## src/rtl/fluc_pkg.sv

```systemverilog
// Shared widths, codes and control/status types for the frame luma usability check.
package fluc_pkg;

    localparam int LUMA_W      = 8;
    localparam int MEAN_W      = 8;
    localparam int VERDICT_W   = 2;
    localparam int TOTAL_W     = 30;
    localparam int IDX_W       = 22;
    localparam int LEN_W       = 23;
    localparam int CFG_ADDR_W  = 2;
    localparam int CFG_DATA_W  = 23;
    localparam int LIMIT_W     = 8;
    localparam int DIV_STEPS   = 8;
    localparam int STEP_W      = 3;
    localparam int IN_TDATA_W  = 8;
    localparam int OUT_TDATA_W = 24;
    localparam int OUT_PAD_W   = OUT_TDATA_W - VERDICT_W - 2 * MEAN_W;

    localparam logic [LEN_W-1:0]   MAX_PIXELS       = 23'd4194304;
    localparam logic [LEN_W-1:0]   FRAME_PIXELS_RST = 23'd307200;
    localparam logic [LIMIT_W-1:0] BRIGHT_RST       = 8'hF0;
    localparam logic [LIMIT_W-1:0] DARK_RST         = 8'd16;

    // configuration register indexes
    localparam logic [CFG_ADDR_W-1:0] REG_FRAME_PIXELS = 2'd0;
    localparam logic [CFG_ADDR_W-1:0] REG_BRIGHT_LIMIT = 2'd1;
    localparam logic [CFG_ADDR_W-1:0] REG_DARK_LIMIT   = 2'd2;

    // verdict codes
    localparam logic [VERDICT_W-1:0] VERDICT_UNIFORM = 2'd0;
    localparam logic [VERDICT_W-1:0] VERDICT_USABLE  = 2'd1;
    localparam logic [VERDICT_W-1:0] VERDICT_RANGE   = 2'd2;

    typedef struct packed {
        logic accept;     // input beat taken this cycle
        logic div_start;  // launch a mean division
        logic apply_half; // division done: store half mean if pending
        logic finish;     // load result, clear frame state
    } t_fluc_cmd;

    typedef struct packed {
        logic need_div;   // next beat hits midpoint or frame end
        logic pend_end;   // running division closes the frame
        logic div_done;   // quotient ready
        logic out_free;   // output register can load
    } t_fluc_stat;

endpackage

```

## src/rtl/fluc_div.sv

```systemverilog
// Iterative restoring divider: 8-bit quotient of a 30-bit sum by a 23-bit count.
module fluc_div (
    input  logic                         i_clk,
    input  logic                         i_rst_n,
    input  logic                         i_start,
    input  logic [fluc_pkg::TOTAL_W-1:0] i_dividend,
    input  logic [fluc_pkg::LEN_W-1:0]   i_divisor,
    output logic                         o_done,
    output logic [fluc_pkg::MEAN_W-1:0]  o_quotient
);

    logic                         r_busy;
    logic                         r_done;
    logic [fluc_pkg::STEP_W-1:0]  r_step;
    logic [fluc_pkg::TOTAL_W-1:0] r_rem;
    logic [fluc_pkg::TOTAL_W-1:0] r_dsr;
    logic [fluc_pkg::MEAN_W-1:0]  r_q;
    logic [fluc_pkg::TOTAL_W:0]   diff;
    logic                         ge;

    always_comb begin
        diff = {1'b0, r_rem} - {1'b0, r_dsr};
        ge   = ~diff[fluc_pkg::TOTAL_W];
    end

    always_ff @(posedge i_clk) begin
        if (!i_rst_n) begin
            r_busy <= 1'b0;
            r_done <= 1'b0;
            r_step <= '0;
        end else begin
            r_done <= 1'b0;
            if (i_start) begin
                r_busy <= 1'b1;
                r_step <= '0;
            end else if (r_busy) begin
                r_step <= r_step + 1'b1;
                if (r_step == fluc_pkg::STEP_W'(fluc_pkg::DIV_STEPS - 1)) begin
                    r_busy <= 1'b0;
                    r_done <= 1'b1;
                end
            end
        end
    end

    // quotient is known to fit 8 bits (sum <= 255 * count), so start at bit 7
    always_ff @(posedge i_clk) begin
        if (i_start) begin
            r_rem <= i_dividend;
            r_dsr <= {i_divisor, {(fluc_pkg::DIV_STEPS - 1){1'b0}}};
            r_q   <= '0;
        end else if (r_busy) begin
            if (ge) begin
                r_rem <= diff[fluc_pkg::TOTAL_W-1:0];
            end
            r_dsr <= r_dsr >> 1;
            r_q   <= {r_q[fluc_pkg::MEAN_W-2:0], ge};
        end
    end

    assign o_done     = r_done;
    assign o_quotient = r_q;

endmodule

```

## src/rtl/fluc_dp.sv

```systemverilog
// Datapath: config registers, running sum and index, mean divider, result register.
module fluc_dp (
    input  logic                             i_clk,
    input  logic                             i_rst_n,
    input  logic                             i_cfg_we,
    input  logic [fluc_pkg::CFG_ADDR_W-1:0]  i_cfg_addr,
    input  logic [fluc_pkg::CFG_DATA_W-1:0]  i_cfg_wdata,
    input  logic [fluc_pkg::LUMA_W-1:0]      i_luma,
    input  fluc_pkg::t_fluc_cmd              i_cmd,
    output fluc_pkg::t_fluc_stat             o_stat,
    input  logic                             i_out_ready,
    output logic                             o_out_valid,
    output logic [fluc_pkg::OUT_TDATA_W-1:0] o_out_data
);

    logic [fluc_pkg::LEN_W-1:0]       r_frame_pixels;
    logic [fluc_pkg::LIMIT_W-1:0]     r_bright;
    logic [fluc_pkg::LIMIT_W-1:0]     r_dark;
    logic [fluc_pkg::TOTAL_W-1:0]     r_total;
    logic [fluc_pkg::IDX_W-1:0]       r_idx;
    logic [fluc_pkg::MEAN_W-1:0]      r_half;
    logic                             r_pend_half;
    logic                             r_pend_end;
    logic                             r_out_valid;
    logic [fluc_pkg::OUT_TDATA_W-1:0] r_out_data;

    logic [fluc_pkg::LEN_W-1:0]     len;
    logic [fluc_pkg::LEN_W-1:0]     count;
    logic [fluc_pkg::TOTAL_W-1:0]   sum;
    logic                           is_half;
    logic                           is_end;
    logic                           div_done;
    logic [fluc_pkg::MEAN_W-1:0]    quot;
    logic [fluc_pkg::VERDICT_W-1:0] verdict;

    // effective frame length: zero means one sample, clamp to the maximum
    always_comb begin
        if (r_frame_pixels == '0) begin
            len = fluc_pkg::LEN_W'(1);
        end else if (r_frame_pixels > fluc_pkg::MAX_PIXELS) begin
            len = fluc_pkg::MAX_PIXELS;
        end else begin
            len = r_frame_pixels;
        end
        count   = {1'b0, r_idx} + 1'b1;
        sum     = r_total + fluc_pkg::TOTAL_W'(i_luma);
        is_half = (r_idx == len[fluc_pkg::LEN_W-1:1]);
        is_end  = (count >= len);
    end

    fluc_div u_div (
        .i_clk      (i_clk),
        .i_rst_n    (i_rst_n),
        .i_start    (i_cmd.div_start),
        .i_dividend (sum),
        .i_divisor  (count),
        .o_done     (div_done),
        .o_quotient (quot)
    );

    always_comb begin
        if (quot == r_half) begin
            verdict = fluc_pkg::VERDICT_UNIFORM;
        end else if (quot < r_bright && quot > r_dark) begin
            verdict = fluc_pkg::VERDICT_USABLE;
        end else begin
            verdict = fluc_pkg::VERDICT_RANGE;
        end
    end

    always_ff @(posedge i_clk) begin
        if (!i_rst_n) begin
            r_frame_pixels <= fluc_pkg::FRAME_PIXELS_RST;
            r_bright       <= fluc_pkg::BRIGHT_RST;
            r_dark         <= fluc_pkg::DARK_RST;
        end else if (i_cfg_we) begin
            unique case (i_cfg_addr)
                fluc_pkg::REG_FRAME_PIXELS: r_frame_pixels <= i_cfg_wdata;
                fluc_pkg::REG_BRIGHT_LIMIT: r_bright <= i_cfg_wdata[fluc_pkg::LIMIT_W-1:0];
                fluc_pkg::REG_DARK_LIMIT:   r_dark   <= i_cfg_wdata[fluc_pkg::LIMIT_W-1:0];
                default: ;
            endcase
        end
    end

    always_ff @(posedge i_clk) begin
        if (!i_rst_n) begin
            r_total     <= '0;
            r_idx       <= '0;
            r_half      <= '0;
            r_pend_half <= 1'b0;
            r_pend_end  <= 1'b0;
        end else begin
            if (i_cmd.accept) begin
                r_total     <= sum;
                r_idx       <= count[fluc_pkg::IDX_W-1:0];
                r_pend_half <= is_half;
                r_pend_end  <= is_end;
            end
            if (i_cmd.apply_half && r_pend_half) begin
                r_half <= quot;
            end
            if (i_cmd.finish) begin
                r_total <= '0;
                r_idx   <= '0;
                r_half  <= '0;
            end
        end
    end

    always_ff @(posedge i_clk) begin
        if (!i_rst_n) begin
            r_out_valid <= 1'b0;
        end else if (i_cmd.finish) begin
            r_out_valid <= 1'b1;
        end else if (i_out_ready) begin
            r_out_valid <= 1'b0;
        end
    end

    always_ff @(posedge i_clk) begin
        if (i_cmd.finish) begin
            r_out_data <= {{fluc_pkg::OUT_PAD_W{1'b0}}, r_half, quot, verdict};
        end
    end

    always_comb begin
        o_stat.need_div = is_half | is_end;
        o_stat.pend_end = r_pend_end;
        o_stat.div_done = div_done;
        o_stat.out_free = ~r_out_valid | i_out_ready;
    end

    assign o_out_valid = r_out_valid;
    assign o_out_data  = r_out_data;

endmodule

```

## src/rtl/fluc_ctrl.sv

```systemverilog
// Controller: takes samples, holds the input while a mean division runs, issues the result.
module fluc_ctrl (
    input  logic                 i_clk,
    input  logic                 i_rst_n,
    input  logic                 i_in_valid,
    output logic                 o_in_ready,
    input  fluc_pkg::t_fluc_stat i_stat,
    output fluc_pkg::t_fluc_cmd  o_cmd
);

    localparam logic [1:0] S_RUN = 2'd0;
    localparam logic [1:0] S_DIV = 2'd1;
    localparam logic [1:0] S_FIN = 2'd2;

    logic [1:0] r_state;
    logic [1:0] n_state;
    logic       accept;

    assign o_in_ready = (r_state == S_RUN);
    assign accept     = i_in_valid & o_in_ready;

    always_comb begin
        n_state          = r_state;
        o_cmd.accept     = accept;
        o_cmd.div_start  = accept & i_stat.need_div;
        o_cmd.apply_half = 1'b0;
        o_cmd.finish     = 1'b0;
        unique case (r_state)
            S_RUN: begin
                if (accept && i_stat.need_div) begin
                    n_state = S_DIV;
                end
            end
            S_DIV: begin
                if (i_stat.div_done) begin
                    o_cmd.apply_half = 1'b1;
                    n_state = i_stat.pend_end ? S_FIN : S_RUN;
                end
            end
            S_FIN: begin
                // quotient stays in the divider until the result register frees up
                if (i_stat.out_free) begin
                    o_cmd.finish = 1'b1;
                    n_state = S_RUN;
                end
            end
            default: n_state = S_RUN;
        endcase
    end

    always_ff @(posedge i_clk) begin
        if (!i_rst_n) begin
            r_state <= S_RUN;
        end else begin
            r_state <= n_state;
        end
    end

endmodule

```

## src/rtl/frame_luma_usability_check_unit.sv

```systemverilog
// Input stalls: a plain sample is taken without holding the input; the midpoint sample holds
// the input while its mean division runs; the last sample holds it while its division runs
// and until its result beat loads, which waits for the output register to be free.
// Throughput: one sample per cycle outside the mean divisions; the iterative divider runs two
// 8-step divisions per frame (one when the midpoint is the last sample) and holds the input.
// Reset (i_rst_n low, synchronous): config 307200 / 240 / 16, sum, index, half mean clear.
module frame_luma_usability_check_unit (
    input  logic                             i_clk,
    input  logic                             i_rst_n,
    input  logic                             i_cfg_we,
    input  logic [fluc_pkg::CFG_ADDR_W-1:0]  i_cfg_addr,
    input  logic [fluc_pkg::CFG_DATA_W-1:0]  i_cfg_wdata,
    input  logic                             s_axis_tvalid,
    output logic                             s_axis_tready,
    input  logic [fluc_pkg::IN_TDATA_W-1:0]  s_axis_tdata,  // [7:0] luma
    output logic                             m_axis_tvalid,
    input  logic                             m_axis_tready,
    output logic [fluc_pkg::OUT_TDATA_W-1:0] m_axis_tdata   // [1:0] verdict,
                                                            // [9:2] frame_mean,
                                                            // [17:10] first_half_mean
);

    fluc_pkg::t_fluc_cmd  cmd;
    fluc_pkg::t_fluc_stat stat;

    fluc_ctrl u_ctrl (
        .i_clk      (i_clk),
        .i_rst_n    (i_rst_n),
        .i_in_valid (s_axis_tvalid),
        .o_in_ready (s_axis_tready),
        .i_stat     (stat),
        .o_cmd      (cmd)
    );

    fluc_dp u_dp (
        .i_clk       (i_clk),
        .i_rst_n     (i_rst_n),
        .i_cfg_we    (i_cfg_we),
        .i_cfg_addr  (i_cfg_addr),
        .i_cfg_wdata (i_cfg_wdata),
        .i_luma      (s_axis_tdata[fluc_pkg::LUMA_W-1:0]),
        .i_cmd       (cmd),
        .o_stat      (stat),
        .i_out_ready (m_axis_tready),
        .o_out_valid (m_axis_tvalid),
        .o_out_data  (m_axis_tdata)
    );

    a_stall_on_div: assert property (@(posedge i_clk) disable iff (!i_rst_n)
        cmd.div_start |=> !s_axis_tready)
        else $error("input not held while division runs");

    a_done_stalled: assert property (@(posedge i_clk) disable iff (!i_rst_n)
        stat.div_done |-> !s_axis_tready)
        else $error("division finished while input was open");

    a_finish_loads: assert property (@(posedge i_clk) disable iff (!i_rst_n)
        cmd.finish |=> m_axis_tvalid)
        else $error("result beat not presented after frame end");

    a_no_overwrite: assert property (@(posedge i_clk) disable iff (!i_rst_n)
        cmd.finish |-> (!m_axis_tvalid || m_axis_tready))
        else $error("pending result overwritten");

    a_verdict_code: assert property (@(posedge i_clk) disable iff (!i_rst_n)
        m_axis_tvalid |-> !(m_axis_tdata[0] && m_axis_tdata[1]))
        else $error("reserved verdict code on output");

endmodule

```

## config.mk

```make
export PLATFORM = sky130hd
export DESIGN_NAME = frame_luma_usability_check_unit
export DESIGN_NICKNAME = d
export VERILOG_FILES = /design/src/rtl/fluc_pkg.sv /design/src/rtl/fluc_div.sv /design/src/rtl/fluc_dp.sv /design/src/rtl/fluc_ctrl.sv /design/src/rtl/frame_luma_usability_check_unit.sv
export SDC_FILE = /design/constraint.sdc
export NUM_CORES = 1
export LEC_CHECK = 0
export BUFFER_PORTS_ARGS = -buffer_cell sky130_fd_sc_hd__buf_4
export CAP_MARGIN = 20
export CORE_ASPECT_RATIO = 0.5
export CORE_MARGIN = 2
export CORE_UTILIZATION = 55
export DETAILED_ROUTE_END_ITERATION = 8
export PLACE_DENSITY = 0.78
export SLEW_MARGIN = 20
export SYNTH_ARGS = -nofsm -noshare
export SYNTH_HDL_FRONTEND = slang
export SYNTH_HIERARCHICAL = 1
export SYNTH_SLANG_ARGS = --single-unit
export TNS_END_PERCENT = 30
```

## constraint.sdc

```tcl
create_clock -name i_clk -period 8.7 [get_ports i_clk]
set_input_delay 0.87 -clock i_clk [delete_from_list [all_inputs] [get_ports i_clk]]
set_output_delay 0.87 -clock i_clk [all_outputs]
set_load 0.02 [all_outputs]
```

==> flow_metrics.env <==
export IMPL_run_status="completed"
export IMPL_holdBufCountCts=0
export IMPL_power_density_nw_per_um2=154.4
export IMPL_yosysSeqAreaShare_pct=37.52
export IMPL_numCtsBuffers=17
export IMPL_cts_sinks=195
export IMPL_clock_skew_ps=10.87
export IMPL_die_x_um=215.5
export IMPL_drtAntennaViolNets=0
export IMPL_multiInputGateArea_um2=6984
export IMPL_critPathKind="flop to flop"
export IMPL_pre_cts_slack_ps=3471
export IMPL_die_area_um2=23650
export IMPL_grt_pass1_vias=9550
export IMPL_p_int_uw=1507
export IMPL_syn_area_um2=12300
export IMPL_final_nets=1557
export IMPL_pwr_share_comb_pct=12.4
export IMPL_synth_edf_count=71
export IMPL_p_switching_uw=556.1
export IMPL_synth_top_area_share_pct=20.18
export IMPL_clock_fmax_ghz=0.1898
export IMPL_ir_worst_vdd_mv=0.1485
export IMPL_drt_wl_total_um=30860
export IMPL_setup_ws_ps=3432
export IMPL_timing_slew_headroom_pct=29.04
export IMPL_synth_area_leaders="dfxtp_1, edfxtp_1, ha_1, nand2_1, xnor2_1"
export IMPL_post_cts_setup_buffers=0
export IMPL_cts_root_buffer="clkbuf_16"
export IMPL_synth_most_common_cell="nand2_1"
export IMPL_ioPinCount=64
export IMPL_place_hpwl_um=22900
export IMPL_gr_usage_all_layers_pct=26.37
export IMPL_setup_viol=0
export IMPL_startpoint_type="flop"
export IMPL_viasPerCell=5.845
export IMPL_synth_seq_cells=195
export IMPL_layout_min_cycle_time_ps=5268
export IMPL_placed_area_um2=12760
export IMPL_required_ps=8810
export IMPL_swShare_pct=26.95
export IMPL_design_core_area_um2=21820
export IMPL_avgSynthCellArea_um2=8.553
export IMPL_rows=38
export IMPL_syn_to_final_growth_pct=8.627
export IMPL_layout_cells_non_filler=1751
export IMPL_antenna_found_initial=0
export IMPL_drv_slew=0
export IMPL_clk_pin_slew_ps=70
export IMPL_grt_overflow=0
export IMPL_post_cts_resized=0
export IMPL_start_util_pct=56.36
export IMPL_cp_arrival_ps=5370
export IMPL_cts_buffer_depth=2
export IMPL_die_h_um=109.7
export IMPL_drc=0
export IMPL_max_slew_worst_pin_slew_ps=1064
export IMPL_place_inst=1719
export IMPL_wl_per_cell_um=17.63
export IMPL_yosys_cell_types_count=85
export IMPL_place_congestion=0.8951
export IMPL_drtPass1Iterations=5
export IMPL_htree_levels=4
export IMPL_ys_flop_type="dfxtp_1"
export IMPL_port_buffers=57
export IMPL_drv_cap=0
export IMPL_drt_iter0_drc=1047
export IMPL_vias=10240
export IMPL_synth_common_cells="nand2_1, dfxtp_1, nor2_1"
export IMPL_p_clk_share_pct=39.0
export IMPL_fin_util_pct=61.22
export IMPL_synthCells=1438
export IMPL_fin_crit_sh_pct=60.55
export IMPL_drive_above_1_share_pct=9.235
export IMPL_rsz0062_at_grt="false"
export IMPL_async_flop_share_pct=0
export IMPL_cts_tree="done"
export IMPL_ys_warn_count=6
export IMPL_fin_area_um2=13360
export IMPL_n_antenna_cell=0
export IMPL_worst_setup_path_end_kind="flop"
export IMPL_finalSetupTns_ps=0
export IMPL_p_seq_share_pct=48.6
export IMPL_critPathMaxFanout=83
export IMPL_yosysTopAreaCell="dfxtp_1"
export IMPL_grt_pass1_wl_um=49480
export IMPL_hold_viol=0
export IMPL_seq_area_um2=4616
export IMPL_worst_skew_pair_late_latency_ps=450
export IMPL_leakage_uw=0.005182
export IMPL_fillers=1875
export IMPL_grt_max_degree=84
export IMPL_hp_class="flop to flop"
-- power groups by stage --
stage,sequential [uW],clock (uW),combinational (uW)
after floorplan,1010,0,190
after global placement,1020,0,238
after detailed placement,1020,0,246
after CTS,1000,815,251
after global routing,1010,850,286
final,1000,805,256
-- flip-flops by register name, summed over array words and instances (netlist names), 18 cells and up --
register,cells
u_dp/r_frame_pixels,23
u_dp/u_div/r_dsr,30
u_dp/r_idx,22
u_dp/o_out_data,18
u_dp/r_total,30
u_dp/u_div/r_rem,30
-- metrics by stage --
stage / hold WS, ps / power, uW
detailed placement: 476.0 / 1268
global route: 495.8 / 2141
finish: 491.9 / 2063
global placement: 467.6 / 1259
CTS: 490.6 / 2067
floorplan: 451.0 / 1197
-- cells by family after synthesis --
logic type                 count (synthesis)  share of synthesized area (%)
muxes                                     40                          3.306
xor gates and xnor gates                 123                          8.759
buffers and inverters                    170                          6.002
other                                      1                        0.03049
DFF                                      195                          37.52
AOI/OAI and AO/OA                        283                          14.61
and+or+nand+nor                          545                          21.41
adders and majority gates                 81                          8.362
-- path summary, 6_finish.rpt --
kind                       start             endpoint  slack (ps)  cells past startpoint
hold / removal    u_dp/r_half[2]       u_dp/r_half[2]         490                      2
hold reg to reg   u_dp/r_half[2]       u_dp/r_half[2]         490                      2
setup reg to reg   u_dp/r_idx[0]  u_dp/u_div/r_rem[1]        3430                     18
setup / recovery   u_dp/r_idx[0]  u_dp/u_div/r_rem[1]        3430                     18
-- worst max-delay path: stages, from the launching register on --
cell and delay (ps):
dfxtp_1 520, ha_1 270, and3_1 270, nand4_1 160, nor2_2 230, nand3_1 210
nor2_1 190, xor2_1 100, ha_1 320, nand4_1 130, nor3_1 280, nand2_1 90
a21oi_1 130, a211oi_1 90, o21ai_0 150, and3_4 500, buf_4 650, a21o_1 200
buf_4 360
-- routing by layer --
layer	global-route usage (%)	share of wire, %
met2	41.38	43
met3	4.896	6.4
met5	0	0
met1	37.63	49
met4	6.650	1.3
-- layout make-up --
| class | count | area share, % |
|---|---|---|
| Inverter | 82 | 2.304 |
| Multi-Input combinational cell | 1078 | 52.28 |
| Timing Repair Buffer | 64 | 3.596 |
| Clock inverter | 14 | 1.255 |
| Sequential cell | 195 | 34.55 |
| Clock buffer | 18 | 3.212 |
| Tap cell | 300 | 2.810 |
-- cells in the final DEF, fill, tap and decap left out, types with 8 or more instances in the layout --
cell,n
nand2_1,220
dfxtp_1,123
nor2_1,113
o21ai_0,90
inv_1,82
xnor2_1,80
ha_1,79
edfxtp_1,71
a21oi_1,65
buf_4,64
nand3_1,44
xor2_1,43
mux2i_1,35
nand4_1,30
nor2b_1,25
nor3_1,24
a21boi_0,21
clkbuf_16,17
a21o_1,13
or3_1,11
nand2b_1,10
nor4_1,10
a211oi_1,10
o21a_1,9
o21bai_1,8
o31ai_1,8
Note: power is estimated with default switching activity, not from simulation.
